**config.mk**
```make
export PLATFORM = sky130hd
export DESIGN_NAME = i2c_two_byte_read_sequencer
export DESIGN_NICKNAME = d
export VERILOG_FILES = /design/src/hw/rtl/i2ctbr_pkg.sv /design/src/hw/rtl/i2c_two_byte_read_sequencer.sv /design/src/hw/rtl/i2ctbr_cfg.sv
export SDC_FILE = /design/constraint.sdc
export NUM_CORES = 1
export LEC_CHECK = 0
export BUFFER_PORTS_ARGS = -buffer_cell sky130_fd_sc_hd__buf_2
export CORE_UTILIZATION = 30
export CTS_CLUSTER_SIZE = 28
export DETAILED_ROUTE_END_ITERATION = 16
export PLACE_DENSITY = 0.54
export SYNTH_ARGS = -nofsm -noshare
export SYNTH_HDL_FRONTEND = slang
export SYNTH_SLANG_ARGS = --single-unit
```
**constraint.sdc**
```tcl
create_clock -name i_clk -period 6.95 [get_ports i_clk]
set_clock_uncertainty 0.1 [all_clocks]
set_input_delay 0 -clock i_clk [delete_from_list [all_inputs] [get_ports i_clk]]
set_output_delay 0 -clock i_clk [all_outputs]
set_load 0.02 [all_outputs]
```
**src/hw/rtl/i2ctbr_pkg.sv**
```systemverilog
`timescale 1ns / 1ps
// ----------------------------------------------------------------------------
// I2C two-byte read sequencer package
// Shared types and constants: event kinds, transaction phases, register
// indexes, configuration set and the payload structures of both channels.
// ----------------------------------------------------------------------------
package i2ctbr_pkg;

    localparam int unsigned KIND_W     = 3;
    localparam int unsigned BYTE_W     = 8;
    localparam int unsigned ADDR_W     = 7;
    localparam int unsigned WORD_W     = 16;
    localparam int unsigned EVENT_W    = 32;
    localparam int unsigned CFG_IDX_W  = 3;
    localparam int unsigned CFG_DATA_W = 32;

    typedef enum logic [KIND_W-1:0] {
        EV_START = 3'd0,
        EV_ACK   = 3'd1,
        EV_NACK  = 3'd2,
        EV_RX    = 3'd3,
        EV_MSTOP = 3'd4
    } t_kind;

    typedef enum logic [2:0] {
        PH_START     = 3'd0,
        PH_SEND_CMD  = 3'd1,
        PH_WAIT_RESP = 3'd2,
        PH_RECV_HI   = 3'd3,
        PH_RECV_LO   = 3'd4,
        PH_END       = 3'd5
    } t_phase;

    typedef enum logic [CFG_IDX_W-1:0] {
        CFG_DEVICE_ADDRESS  = 3'd0,
        CFG_COMMAND_BYTE    = 3'd1,
        CFG_READ_BIT        = 3'd2,
        CFG_WRITE_BIT       = 3'd3,
        CFG_DONE_EVENT_CODE = 3'd4
    } t_cfg_idx;

    typedef struct packed {
        logic [ADDR_W-1:0]  device_address;
        logic [BYTE_W-1:0]  command_byte;
        logic               read_bit;
        logic               write_bit;
        logic [EVENT_W-1:0] done_event_code;
    } t_cfg;

    typedef struct packed {
        logic [KIND_W-1:0] kind;
        logic [BYTE_W-1:0] rx_byte;
    } t_in;

    typedef struct packed {
        logic               clear_tx;
        logic               send_start;
        logic               tx_valid;
        logic [BYTE_W-1:0]  tx_byte;
        logic               send_ack;
        logic               send_nack;
        logic               send_stop;
        logic               fault;
        logic               done_res;
        logic [WORD_W-1:0]  word_out;
        logic [EVENT_W-1:0] done_event;
        logic               busy_out;
    } t_out;

    // Address byte on the bus: seven-bit address followed by the direction bit.
    function automatic logic [BYTE_W-1:0] addr_byte(input logic [ADDR_W-1:0] addr,
                                                    input logic dir);
        return {addr, dir};
    endfunction

endpackage

```
**src/hw/rtl/i2c_two_byte_read_sequencer.sv**
```systemverilog
`timescale 1ns / 1ps
// ----------------------------------------------------------------------------
// I2C two-byte read sequencer
// Sequences a command byte write followed by a 16-bit big-endian read.
// ----------------------------------------------------------------------------
// Usage:
// Each bus event (start, ack, nack, received byte, master stop) is sent as one
// transfer on the input channel (i_in_valid / o_in_stall). For every event the
// block returns exactly one result on the output channel (o_out_valid /
// i_out_stall) carrying the bus commands to issue, the fault flag, the
// assembled word and the busy flag after the event.
// The result is registered: it enters the output register on the edge that
// accepts the event. One event is accepted every cycle unless the input is
// stalled; phase, busy and word update in the same cycle they are read.
// When the receiver stalls, the output register holds its result and the
// input channel is stalled only while that register is full and stalled.
// Configuration registers are written through i_cfg_valid / o_cfg_ready,
// which is always ready; write them only while no event is in flight.
// Reset (synchronous, active low) returns the block to the start phase, not
// busy, with a cleared word and the configuration at its reset values.
// ----------------------------------------------------------------------------
module i2c_two_byte_read_sequencer (
    input  logic                                i_clk,
    input  logic                                i_rst_n,
    input  logic                                i_in_valid,
    output logic                                o_in_stall,
    input  i2ctbr_pkg::t_in                     i_in_data,
    output logic                                o_out_valid,
    input  logic                                i_out_stall,
    output i2ctbr_pkg::t_out                    o_out_data,
    input  logic                                i_cfg_valid,
    output logic                                o_cfg_ready,
    input  logic [i2ctbr_pkg::CFG_IDX_W-1:0]    i_cfg_index,
    input  logic [i2ctbr_pkg::CFG_DATA_W-1:0]   i_cfg_data
);
    import i2ctbr_pkg::*;

    t_cfg                cfg;
    logic                in_fire;

    t_phase              r_phase;
    t_phase              n_phase;
    logic                r_busy;
    logic                n_busy;
    logic [WORD_W-1:0]   r_word;
    logic [WORD_W-1:0]   n_word;

    t_out                r_out;
    t_out                n_out;
    logic                r_out_valid;

    i2ctbr_cfg u_cfg (
        .i_clk       (i_clk),
        .i_rst_n     (i_rst_n),
        .i_cfg_valid (i_cfg_valid),
        .o_cfg_ready (o_cfg_ready),
        .i_cfg_index (i_cfg_index),
        .i_cfg_data  (i_cfg_data),
        .o_cfg       (cfg)
    );

    assign o_in_stall  = r_out_valid && i_out_stall;
    assign in_fire     = i_in_valid && !o_in_stall;
    assign o_out_valid = r_out_valid;
    assign o_out_data  = r_out;

    // Next state.
    always_comb begin
        n_phase = r_phase;
        n_busy  = r_busy;
        n_word  = r_word;
        if (i_in_data.kind == EV_START) begin
            // A start always restarts the transaction; the word is kept.
            n_phase = PH_START;
            n_busy  = 1'b1;
        end else if (r_busy) begin
            unique case (i_in_data.kind)
                EV_ACK: begin
                    unique case (r_phase)
                        PH_START:     n_phase = PH_SEND_CMD;
                        PH_SEND_CMD:  n_phase = PH_WAIT_RESP;
                        PH_WAIT_RESP: n_phase = PH_RECV_HI;
                        default: ;
                    endcase
                end
                EV_RX: begin
                    unique case (r_phase)
                        PH_RECV_HI: begin
                            n_word  = {i_in_data.rx_byte, {BYTE_W{1'b0}}};
                            n_phase = PH_RECV_LO;
                        end
                        PH_RECV_LO: begin
                            n_word  = {r_word[WORD_W-1:BYTE_W], i_in_data.rx_byte};
                            n_phase = PH_END;
                        end
                        default: ;
                    endcase
                end
                EV_MSTOP: begin
                    if (r_phase == PH_END) begin
                        n_phase = PH_START;
                        n_busy  = 1'b0;
                    end
                end
                default: ;
            endcase
        end
    end

    // Bus commands and result fields.
    always_comb begin
        n_out          = '0;
        n_out.word_out = n_word;
        n_out.busy_out = n_busy;
        if (i_in_data.kind == EV_START) begin
            n_out.send_start = 1'b1;
            n_out.tx_valid   = 1'b1;
            n_out.tx_byte    = addr_byte(cfg.device_address, cfg.write_bit);
        end else if (!r_busy) begin
            n_out.fault = 1'b1;
        end else begin
            unique case (i_in_data.kind)
                EV_ACK: begin
                    unique case (r_phase)
                        PH_START: begin
                            n_out.clear_tx = 1'b1;
                            n_out.tx_valid = 1'b1;
                            n_out.tx_byte  = cfg.command_byte;
                        end
                        PH_SEND_CMD: begin
                            n_out.clear_tx   = 1'b1;
                            n_out.send_start = 1'b1;
                            n_out.tx_valid   = 1'b1;
                            n_out.tx_byte    = addr_byte(cfg.device_address, cfg.read_bit);
                        end
                        PH_WAIT_RESP: n_out.clear_tx = 1'b1;
                        // An ack while waiting for the high byte is harmless.
                        PH_RECV_HI: ;
                        default: n_out.fault = 1'b1;
                    endcase
                end
                EV_NACK: begin
                    if (r_phase == PH_WAIT_RESP) begin
                        // The device did not answer the read; repeat the
                        // repeated start with the read address.
                        n_out.send_start = 1'b1;
                        n_out.tx_valid   = 1'b1;
                        n_out.tx_byte    = addr_byte(cfg.device_address, cfg.read_bit);
                    end else begin
                        n_out.fault = 1'b1;
                    end
                end
                EV_RX: begin
                    unique case (r_phase)
                        PH_RECV_HI: n_out.send_ack = 1'b1;
                        PH_RECV_LO: begin
                            n_out.send_nack = 1'b1;
                            n_out.send_stop = 1'b1;
                        end
                        default: n_out.fault = 1'b1;
                    endcase
                end
                EV_MSTOP: begin
                    if (r_phase == PH_END) begin
                        n_out.done_res   = 1'b1;
                        n_out.done_event = cfg.done_event_code;
                    end else begin
                        n_out.fault = 1'b1;
                    end
                end
                default: n_out.fault = 1'b1;
            endcase
        end
    end

    always_ff @(posedge i_clk) begin
        if (!i_rst_n) begin
            r_phase     <= PH_START;
            r_busy      <= 1'b0;
            r_word      <= '0;
            r_out_valid <= 1'b0;
        end else begin
            if (in_fire) begin
                r_phase <= n_phase;
                r_busy  <= n_busy;
                r_word  <= n_word;
            end
            if (!o_in_stall) begin
                r_out_valid <= i_in_valid;
            end
        end
    end

    always_ff @(posedge i_clk) begin
        if (in_fire) begin
            r_out <= n_out;
        end
    end

endmodule

```
**src/hw/rtl/i2ctbr_cfg.sv**
```systemverilog
`timescale 1ns / 1ps
// ----------------------------------------------------------------------------
// I2C two-byte read sequencer configuration registers
// Holds the device address, command byte, direction bits and completion
// event code, written one at a time through the configuration channel.
// ----------------------------------------------------------------------------
module i2ctbr_cfg (
    input  logic                                i_clk,
    input  logic                                i_rst_n,
    input  logic                                i_cfg_valid,
    output logic                                o_cfg_ready,
    input  logic [i2ctbr_pkg::CFG_IDX_W-1:0]    i_cfg_index,
    input  logic [i2ctbr_pkg::CFG_DATA_W-1:0]   i_cfg_data,
    output i2ctbr_pkg::t_cfg                    o_cfg
);
    import i2ctbr_pkg::*;

    t_cfg r_cfg;
    t_cfg n_cfg;

    assign o_cfg_ready = 1'b1;
    assign o_cfg       = r_cfg;

    always_comb begin
        n_cfg = r_cfg;
        if (i_cfg_valid) begin
            // Indexes past the last register are accepted and ignored.
            unique case (i_cfg_index)
                CFG_DEVICE_ADDRESS:  n_cfg.device_address  = i_cfg_data[ADDR_W-1:0];
                CFG_COMMAND_BYTE:    n_cfg.command_byte    = i_cfg_data[BYTE_W-1:0];
                CFG_READ_BIT:        n_cfg.read_bit        = i_cfg_data[0];
                CFG_WRITE_BIT:       n_cfg.write_bit       = i_cfg_data[0];
                CFG_DONE_EVENT_CODE: n_cfg.done_event_code = i_cfg_data[EVENT_W-1:0];
                default: ;
            endcase
        end
    end

    always_ff @(posedge i_clk) begin
        if (!i_rst_n) begin
            r_cfg.device_address  <= '0;
            r_cfg.command_byte    <= '0;
            r_cfg.read_bit        <= 1'b1;
            r_cfg.write_bit       <= 1'b0;
            r_cfg.done_event_code <= '0;
        end else begin
            r_cfg <= n_cfg;
        end
    end

endmodule

```
# Yosys cells after proc, flatten, opt, wreduce, memory -nomap -nowiden
# Cells that the tools add are included.
dict set report op_classes {
  bitwise 5
  muxes 30
  eq_ne 16
  reduce_logical 21
}
# operator n
set op_table {}
lappend op_table {{16-bit 2-to-1 mux} 3}
lappend op_table {{16-bit case mux with 2 select lines} 1}
lappend op_table {{10-bit case mux with 2 select lines} 1}
lappend op_table {{3-bit by 2-bit == test with 1-bit output (second input constant)} 6}
lappend op_table {{3-bit case mux with 3 select lines} 2}
lappend op_table {{9-bit case mux with 2 select lines} 1}
lappend op_table {{13-bit 2-to-1 mux} 1}
lappend op_table {{3-bit == test (second input constant)} 4}
lappend op_table {{1-bit 2-to-1 mux} 12}
lappend op_table {{3-bit 2-to-1 mux} 4}
lappend op_table {{3-bit OR reduction} 4}
lappend op_table {{10-bit 2-to-1 mux} 1}
lappend op_table {{2-bit AND reduction} 5}
lappend op_table {{3-bit by 1-bit == test with 1-bit output (second input constant)} 3}
lappend op_table {{3-bit logical NOT} 3}
lappend op_table {{8-bit 2-to-1 mux} 1}
lappend op_table {{4-bit OR reduction} 2}
lappend op_table {{3-bit case mux with 2 select lines} 1}
lappend op_table {{6-bit AND reduction} 1}
lappend op_table {{5-bit by 3-bit inequality test with 1-bit output (second input constant)} 1}
lappend op_table {{1-bit NOT} 5}
lappend op_table {{4-bit by 2-bit inequality test with 1-bit output (second input constant)} 1}
lappend op_table {{1-bit case mux with 4 select lines} 1}
lappend op_table {{4-bit nonzero test} 1}
lappend op_table {{6 further kinds} 7}
dict set report totals {
  inputBits 51
  out_inout_bits 68
  wordCells 93
  ff_bits 135
}

# Depth between registers and ports, before layout
# Gate-level depths: netlist of the first run.
dict set report depth {
  depth_word 5
  mapped_depth 6
  mapped_depth_nobuf 4
}

# Modules after synthesis
# Synthesis of the first run repeated with hierarchy kept, for this count alone.
dict set report hier_totals {
  cells_unflattened 462
  area_unflattened_um2 5539.1
}
# module cells_each instances seq_area_each_um2 area_per_inst_um2
set by_module_without_submodules {}
lappend by_module_without_submodules {i2c_two_byte_read_sequencer 260 1 2342.2 3611.0}
lappend by_module_without_submodules {i2ctbr_cfg 202 1 980.9 1928.1}

# Least setup slack after synthesis of the first run
# No wires, ideal clock.
dict set report synth_path {
  path_type {reg-to-reg}
  startpoint {register r_out_valid, in the netlist o_out_valid}
  endpoint {register r_word[0]}
  n_path_buf 0
  stages_incl_launch_ff 5
  t_arrival_ns 5.095
  t_required_ns 6.722
  path_slack_ns 1.627
  synth_period_minus_slack_ns 5.323
  setup_time_ns 0.128
  cell_sequence {dfxtp_1 > a21boi_1 > o2111ai_1 > a32oi_1 > nor2_1}
}
dict set report synth_via {
  elab_chain_cells 3
}
# item line
set synth_lines {}
lappend synth_lines {{start: declaration} i2c_two_byte_read_sequencer.sv:50} ;# logic r_out_valid;
lappend synth_lines {{start signal: assignment} i2c_two_byte_read_sequencer.sv:189} ;# r_out_valid <= i_in_valid;
lappend synth_lines {{1-bit logical AND} i2c_two_byte_read_sequencer.sv:62} ;# assign o_in_stall = r_out_valid && i_out_stall;
lappend synth_lines {{1-bit logical NOT} n/a}
lappend synth_lines {{1-bit logical AND} i2c_two_byte_read_sequencer.sv:63} ;# assign in_fire = i_in_valid && !o_in_stall;
lappend synth_lines {{via in_fire} i2c_two_byte_read_sequencer.sv:39} ;# logic in_fire;
lappend synth_lines {{end signal: assignment} i2c_two_byte_read_sequencer.sv:186} ;# r_word <= n_word;
lappend synth_lines {{end: declaration} i2c_two_byte_read_sequencer.sv:45} ;# logic [WORD_W-1:0] r_word;
# The timed path passes the listed nets, and every way through them passes these cells.
# A chain may end at the register's enable or synchronous reset.

# Worst setup path in the final report of the first run
dict set report layout_path {
  startpoint {register r_out_valid, in the netlist o_out_valid}
  endpoint {register r_word[3]}
}
# Same word-level chain as after synthesis.

==> run summary, run 1 <==
Largest net degree at the start of global routing = 47
Root Driver = clkbuf_16
Final instance area = 0.00722 mm²
Cell area after synthesis = 0.00531 mm²
Layout Utilization = 0.418
PortBufs = 117
Setup Crit Path Kind = register to register
Sequential cell area = 0.00332 mm²
Post-synthesis xor/xnor area fraction = 0.00495
Global-route wire length before repair = 19,700 µm
Fill cell count = 1,706
Most common cell in the netlist = nand2_1
Gp weighted congestion = 0.800
DP HPWL = 7910 µm
Antenna diodes = 0
Power share of the sequential group = 0.443
Final hold violations = 0
Pleak = 2.80 nW
CORE AREA = 0.0173 mm²
Layout Area Growth over Synthesis = 36.1%
Switching Fraction = 0.220
Max Slew Vio Count = 0
Ranking of synthesized cells by area = edfxtp_1 (36%), dfxtp_1 (26%), nand2_1 (5.2%), mux2i_1 (5.1%), and2_1 (3.9%)
Crit-path leading delay family = compound AO/OA/AOI/OAI gates
Number of vias per cell = 4.60
Aggregate global-route resource usage = 0.143
Synth Register Bits = 134
Top post-synthesis cells by count = nand2_1 (74), dfxtp_1 (70), edfxtp_1 (64)
Beginning of the critical path = o_out_valid
Area fraction of the dominant cell type after synthesis = 0.362
Area of the multi-input gates = 0.00187 mm²
Nets = 671
Post-CTS Setup Repair Bufs = 0
Number of remaining DRC errors = 0
Period utilization = 0.327
RSZ-0062 raised after global routing = false
Synth Area in Adders = 0
Switch Pwr = 0.428 mW
Clock network fraction of total power = 0.487
Die area = 0.0182 mm²
Reg2reg path depth = 4
Routed met1 length = 5850 µm
Max-Cap Viols = 0
DR WL/cell = 14.5 µm
Final ANT Viol Nets = 0
Worst hold start = i_out_stall
Setup tns final = 0 ps
Main flop type after synthesis = dfxtp_1
Multiplexer share of the synthesized area = 0.0679
Maximum clock rate = 440 MHz
Post-layout min period = 2270 ps
Vias in the first global route = 3,903
Ys Warns = 0
Die width = 135 µm
Syn avg cell area = 11.5 µm²
Grt total ovfl = 0
Total CTS buffers = 17
Number of cells on the worst hold path = 2
Cell Area, Placed = 0.00612 mm²
Worst Path Arrival = 2460 ps
Ys async rst share = 0
Layout cells sized above 1 = 0.273
VDD IR max = 163 µV
WP depth = 4
CTS H-Tree Depth = 4
Internal power = 1.52 mW
Sequential share of the synthesized area = 0.626
Compound-Gate Fraction of Synth Area = 0.0986
Slowest CP cell = a21boi_4
Clock buffer depth = 2
Simple-gate share of the synthesized area = 0.170
Crit path launch type = register
RR Startpoint = o_out_valid
Tightest Hold Check Type = input pin to register
Crit. End Element = register
Worst-Margin Slew = 1090 ps
Combinational family with the most area after synthesis = simple AND/OR/NAND/NOR gates
Power Density = 269 mW/mm²
Worst Path Max Fanout = 25
Initial Utilization = 0.307
CP required = 7140 ps
Clk_lat worst skew = 420 ps
Antenna violations before repair = 0
Crit path buffers/inverters = 0
Final WL = 12,400 µm
Logic pwr share = 0.070
Largest stage delay, worst path = 690 ps
Rel. slew slack = 0.273
Synth area leader = edfxtp_1
Synth unique cells = 57
Highest metal layer with signal wires = met4
Placement row count = 48
IO Count = 119
Status = complete, no violations
Finish-stage setup viols = 0
CTS sink cnt = 134
Synthesized net count = 514
DRT Pass-1 Iters = 4
Met2 routed WL = 5760 µm
Post-synth EDFFs = 64
CP cell instances = a21boi_4, o2111ai_1, a22oi_1, nor2_1
DR iter-0 viols = 182
Clock transition at the registers of the reported paths = 60 ps
Cells after synthesis = 463
Met3 wire length = 546 µm
CTS tree = yes
Die height = 135 µm
Vias = 3,949
[routing by layer]
| metal | track usage | up-vias |
|---|---|---|
| met5 | 0 | - |
| met4 | 0.0743 | 0 |
| met3 | 0.0364 | 18 |
| met2 | 0.227 | 103 |
| met1 | 0.178 | 1885 |
| li1 | - | 1943 |
[kinds of logic after synthesis]
logic type	after synthesis
and+or+nand+nor	175
muxes	35
other	1
xor gates and xnor gates	3
AOI/OAI and AO/OA	78
buffers and inverters	37
DFF	134
[per-stage QoR]
step / power, mW / hold WS (ps) / std cells / setup slack [ps]
floorplan: 0.945 / -38.1 / 463 / 1630
global placement: 0.994 / 145 / 778 / 4740
detailed placement: 0.996 / 149 / 778 / 4670
CTS: 1.97 / 23.2 / 858 / 4630
global route: 2.01 / 53.6 / 858 / 4430
finish: 1.95 / 36.2 / 858 / 4680
[cell usage in the layout (no fill, tap or decap), types with 14 or more instances in the layout]
cell type / synthesis / final
a21oi_1: 33 / 33
a22o_1: 14 / 14
and2_1: 33 / 33
buf_2: 8 / 117
clkbuf_16: 0 / 17
dfxtp_1: 70 / 70
dlygate4sd3_1: 0 / 48
edfxtp_1: 64 / 64
mux2i_1: 27 / 27
nand2_1: 74 / 74
nor2_1: 36 / 36
[flip-flops by register name (all words and copies together) (netlist names)]
| name | count |
|---|---|
| r_busy | 1 |
| r_word | 16 |
| o_out_valid | 1 |
| r_phase | 3 |
| o_out_data | 64 |
| u_cfg.o_cfg | 49 |
[worst paths after layout]
kind         slack, ps        endpoint
min reg2reg        350  u_cfg.o_cfg[2]
max reg2reg       4680       r_word[3]
min                 40   o_out_data[1]
max               4680       r_word[3]
[area by class of cell]
type                            instances  area share
Clock buffer                           21      0.0624
Clock inverter                         11      0.0243
Inverter                                4     0.00208
Multi-Input combinational cell        292       0.258
Sequential cell                       134       0.460
Tap cell                              225      0.0390
Timing Repair Buffer                  171       0.154
[power by group through the flow]
stage | clock, mW | combinational, mW | sequential (mW)
after global routing | 0.998 | 0.149 | 0.864
final | 0.947 | 0.137 | 0.862
after global placement | 0 | 0.116 | 0.878
after detailed placement | 0 | 0.117 | 0.878
after CTS | 0.967 | 0.139 | 0.862
after floorplan | 0 | 0.0445 | 0.900
[what timing repair did]
item,in CTS,in global routing
hold endpoints to repair,85,0
hold buffers,48,0
gates resized for setup,0,0
(Power assumes the default switching activity.)
==> run 2: changes to the inputs <==
--- a/config.mk
+++ b/config.mk
@@ -5,6 +5,7 @@
 export SDC_FILE = /design/constraint.sdc
 export NUM_CORES = 1
 export LEC_CHECK = 0
+export ABC_AREA = 1
 export BUFFER_PORTS_ARGS = -buffer_cell sky130_fd_sc_hd__buf_2
 export CORE_UTILIZATION = 30
 export CTS_CLUSTER_SIZE = 28
==> constraint.sdc (replaced) <==
create_clock -name i_clk -period 2.1 [get_ports i_clk]
set_clock_uncertainty 0.1 [all_clocks]
set_input_delay 0 -clock i_clk [delete_from_list [all_inputs] [get_ports i_clk]]
set_output_delay 0 -clock i_clk [all_outputs]
set_load 0.02 [all_outputs]
==> run 2 against run 1 <==
  * Global-route usage grew 0.95 points
  * First-iteration DRC count grew 20%
  * Final cell count up 16%
==> run summary, run 2 <==
Largest stage delay, worst path = 610 ps (was 690 ps)
Post-layout min period = 1950 ps
Global-route wire length before repair = 21,500 µm (was 19,700 µm)
Ys Warns = 0 (unchanged)
Nets = 811 (was 671)
Maximum clock rate = 512 MHz
Synth unique cells = 28 (was 57)
Clock buffer depth = 2 (unchanged)
Most frequent cells in the layout = buf_2 (117), nor2_1 (106), inv_1 (78) (was buf_2 (117), nand2_1 (74), dfxtp_1 (70))
Max-Cap Viols = 0 (unchanged)
DP HPWL = 8510 µm (was 7910 µm)
Placement row count = 48 (unchanged)
PortBufs = 117 (unchanged)
Ranking of synthesized cells by area = edfxtp_1 (36%), dfxtp_1 (26%), nor2_1 (7.6%), o21ai_0 (6.4%), inv_1 (5.5%) (was edfxtp_1 (36%), dfxtp_1 (26%), nand2_1 (5.2%), mux2i_1 (5.1%), and2_1 (3.9%))
Vias = 4,424 (was 3,949)
Crit path launch type = input pin (was register)
Worst Path Max Fanout = 48 (was 25)
Layout cells sized above 1 = 0.237 (was 0.273)
Top post-synthesis cells by count = nor2_1 (107), inv_1 (78), dfxtp_1 (70) (was nand2_1 (74), dfxtp_1 (70), edfxtp_1 (64))
Crit path buffers/inverters = 4 (was 0)
Final ANT Viol Nets = 0 (unchanged)
Die width = 135 µm (about the same)
RSZ-0062 raised after global routing = false (unchanged)
CTS sink cnt = 134 (unchanged)
Grt total ovfl = 0 (unchanged)
DR iter-0 viols = 219 (was 182)
Root Driver = clkbuf_16 (unchanged)
CTS H-Tree Depth = 4 (unchanged)
CP required = 2300 ps (was 7140 ps)
Gp weighted congestion = 0.843 (was 0.800)
CTS tree = yes (unchanged)
Crit-path leading delay family = buffers and inverters (was compound AO/OA/AOI/OAI gates)
Finish-stage setup viols = 0 (unchanged)
Number of remaining DRC errors = 0 (unchanged)
Critical Path Most Common Cell = dlygate4sd3_1
Synth Register Bits = 134 (unchanged)
Layout Area Growth over Synthesis = 39.8% (was 36.1%)
Vias in the first global route = 4,459 (was 3,903)
CP cell instances = dlygate4sd3_1, buf_2, nor2_1, nand3_4, buf_12, o21ai_0, dlygate4sd3_1, a21oi_1 (was a21boi_4, o2111ai_1, a22oi_1, nor2_1)
Most common cell in the netlist = nor2_1 (was nand2_1)
Synthesized net count = 622 (was 514)
Setup Crit Path Kind = input pin to register (was register to register)
Final WL = 13,000 µm (was 12,400 µm)
Period utilization = 0.930
Sequential share of the synthesized area = 0.625 (was 0.626)
Post-synth EDFFs = 64 (unchanged)
Final hold violations = 0 (unchanged)
Max Slew Vio Count = 0 (unchanged)
Total CTS buffers = 17 (unchanged)
Pleak = 3.20 nW (was 2.80 nW)
Area fraction of the dominant cell type after synthesis = 0.362 (about the same)
Aggregate global-route resource usage = 0.152 (was 0.143)
VDD IR max = 711 µV (was 163 µV)
Largest net degree at the start of global routing = 49 (was 47)
Synth area leader = edfxtp_1 (unchanged)
Cells after synthesis = 571 (was 463)
Clk_lat worst skew = 410 ps (was 420 ps)
Layout Utilization = 0.429 (was 0.418)
DRT Pass-1 Iters = 6 (was 4)
Die height = 135 µm (about the same)
Power Density = 866 mW/mm² (was 269 mW/mm²)
Commonest non-fill, non-tap cell in the layout = buf_2 (unchanged)
Setup tns final = 0 ps (unchanged)
Antenna violations before repair = 0 (unchanged)
Tightest Hold Check Type = input pin to register (unchanged)
Worst Path Arrival = 2160 ps (was 2460 ps)
Initial Utilization = 0.307 (about the same)
Die area = 0.0183 mm² (was 0.0182 mm²)
Crit. End Element = register (unchanged)
IO Count = 119 (unchanged)
Slowest CP cell = dlygate4sd3_1 (was a21boi_4)
Power, Total = 6.44 mW (was 1.95 mW)
Largest register FFs = 64 (unchanged)
DR WL/cell = 13.0 µm (was 14.5 µm)
Syn avg cell area = 9.31 µm² (was 11.5 µm²)
Status = complete, no violations (unchanged)
Cell area after synthesis = 0.00532 mm² (was 0.00531 mm²)
Number of vias per cell = 4.43 (was 4.60)
Clock transition at the registers of the reported paths = 60 ps (about the same)
Ys async rst share = 0 (unchanged)
Antenna diodes = 0 (unchanged)
CORE AREA = 0.0173 mm² (unchanged)
Main flop type after synthesis = dfxtp_1 (unchanged)
-- run 2: logic make-up after synthesis --
| logic type | count (synthesis) | share of synthesized area |
|---|---|---|
| AOI/OAI and AO/OA | 144 | 0.145 |
| buffers and inverters | 104 | 0.0772 |
| DFF | 134 | 0.625 |
| other | 1 | 0.000706 |
| and+or+nand+nor | 188 | 0.152 |
-- run 2: worst reg2reg max path, stage by stage (launching register included) --
cell     delay, ps
dfxtp_1        450
inv_1          260
nor2_8         200
nand2_2        150
nand2_1        100
o21ai_1         80
o21ai_0        160
inv_1           50
-- run 2: final cells by class --
type,instances,area (µm²)
repair buffers,192,1350
fillers,1704,9870
well taps,225,282
flip-flops and latches,134,3320
clock inverters,13,134
multi-input cells,333,1600
inverters,82,309
clock buffers,19,433
-- run 2: power by group --
part	switching [mW]	internal, mW	total [mW]
clock	1.12	1.74	2.86
sequential	0.0540	2.87	2.93
combinational	0.384	0.265	0.648
-- run 2: path summary, 6_finish.rpt --
| check | start | depth (start not counted) | slack, ps | to |
|---|---|---|---|---|
| max | i_cfg_index[1] | 8 | 150 | u_cfg.o_cfg[20] |
| min | i_in_valid | 4 | 10 | o_out_valid |
| max reg2reg | r_busy | 7 | 460 | r_word[5] |
| min reg2reg | u_cfg.o_cfg[17] | 2 | 350 | u_cfg.o_cfg[17] |
-- run 2: metrics by stage --
step	hold WS, ps	setup slack (ps)	instances	cell area (µm²)
floorplan	38.4	48.6	571	5320
global placement	174	493	898	6180
detailed placement	184	461	898	6180
CTS	2.36	57.4	997	7410
global route	65.3	6.73	998	7430
finish	10.9	146	998	7430
-- run 2: per-layer routing --
layer / vias up / global-route usage / share of wire
met4: 0 / 0.0400 / 0.0090
met5: - / 0 / 0
met1: 2036 / 0.187 / 0.47
met3: 9 / 0.0586 / 0.065
met2: 135 / 0.249 / 0.46
li1: 2244 / - / -
-- run 2: repair_timing --
item | in CTS | in global routing
hold buffers | 67 | 0
resized for setup | 0 | 3
endpoints found under the hold margin | 83 | 0
endpoints found under the setup margin | 0 | 16
setup buffers | 0 | 2
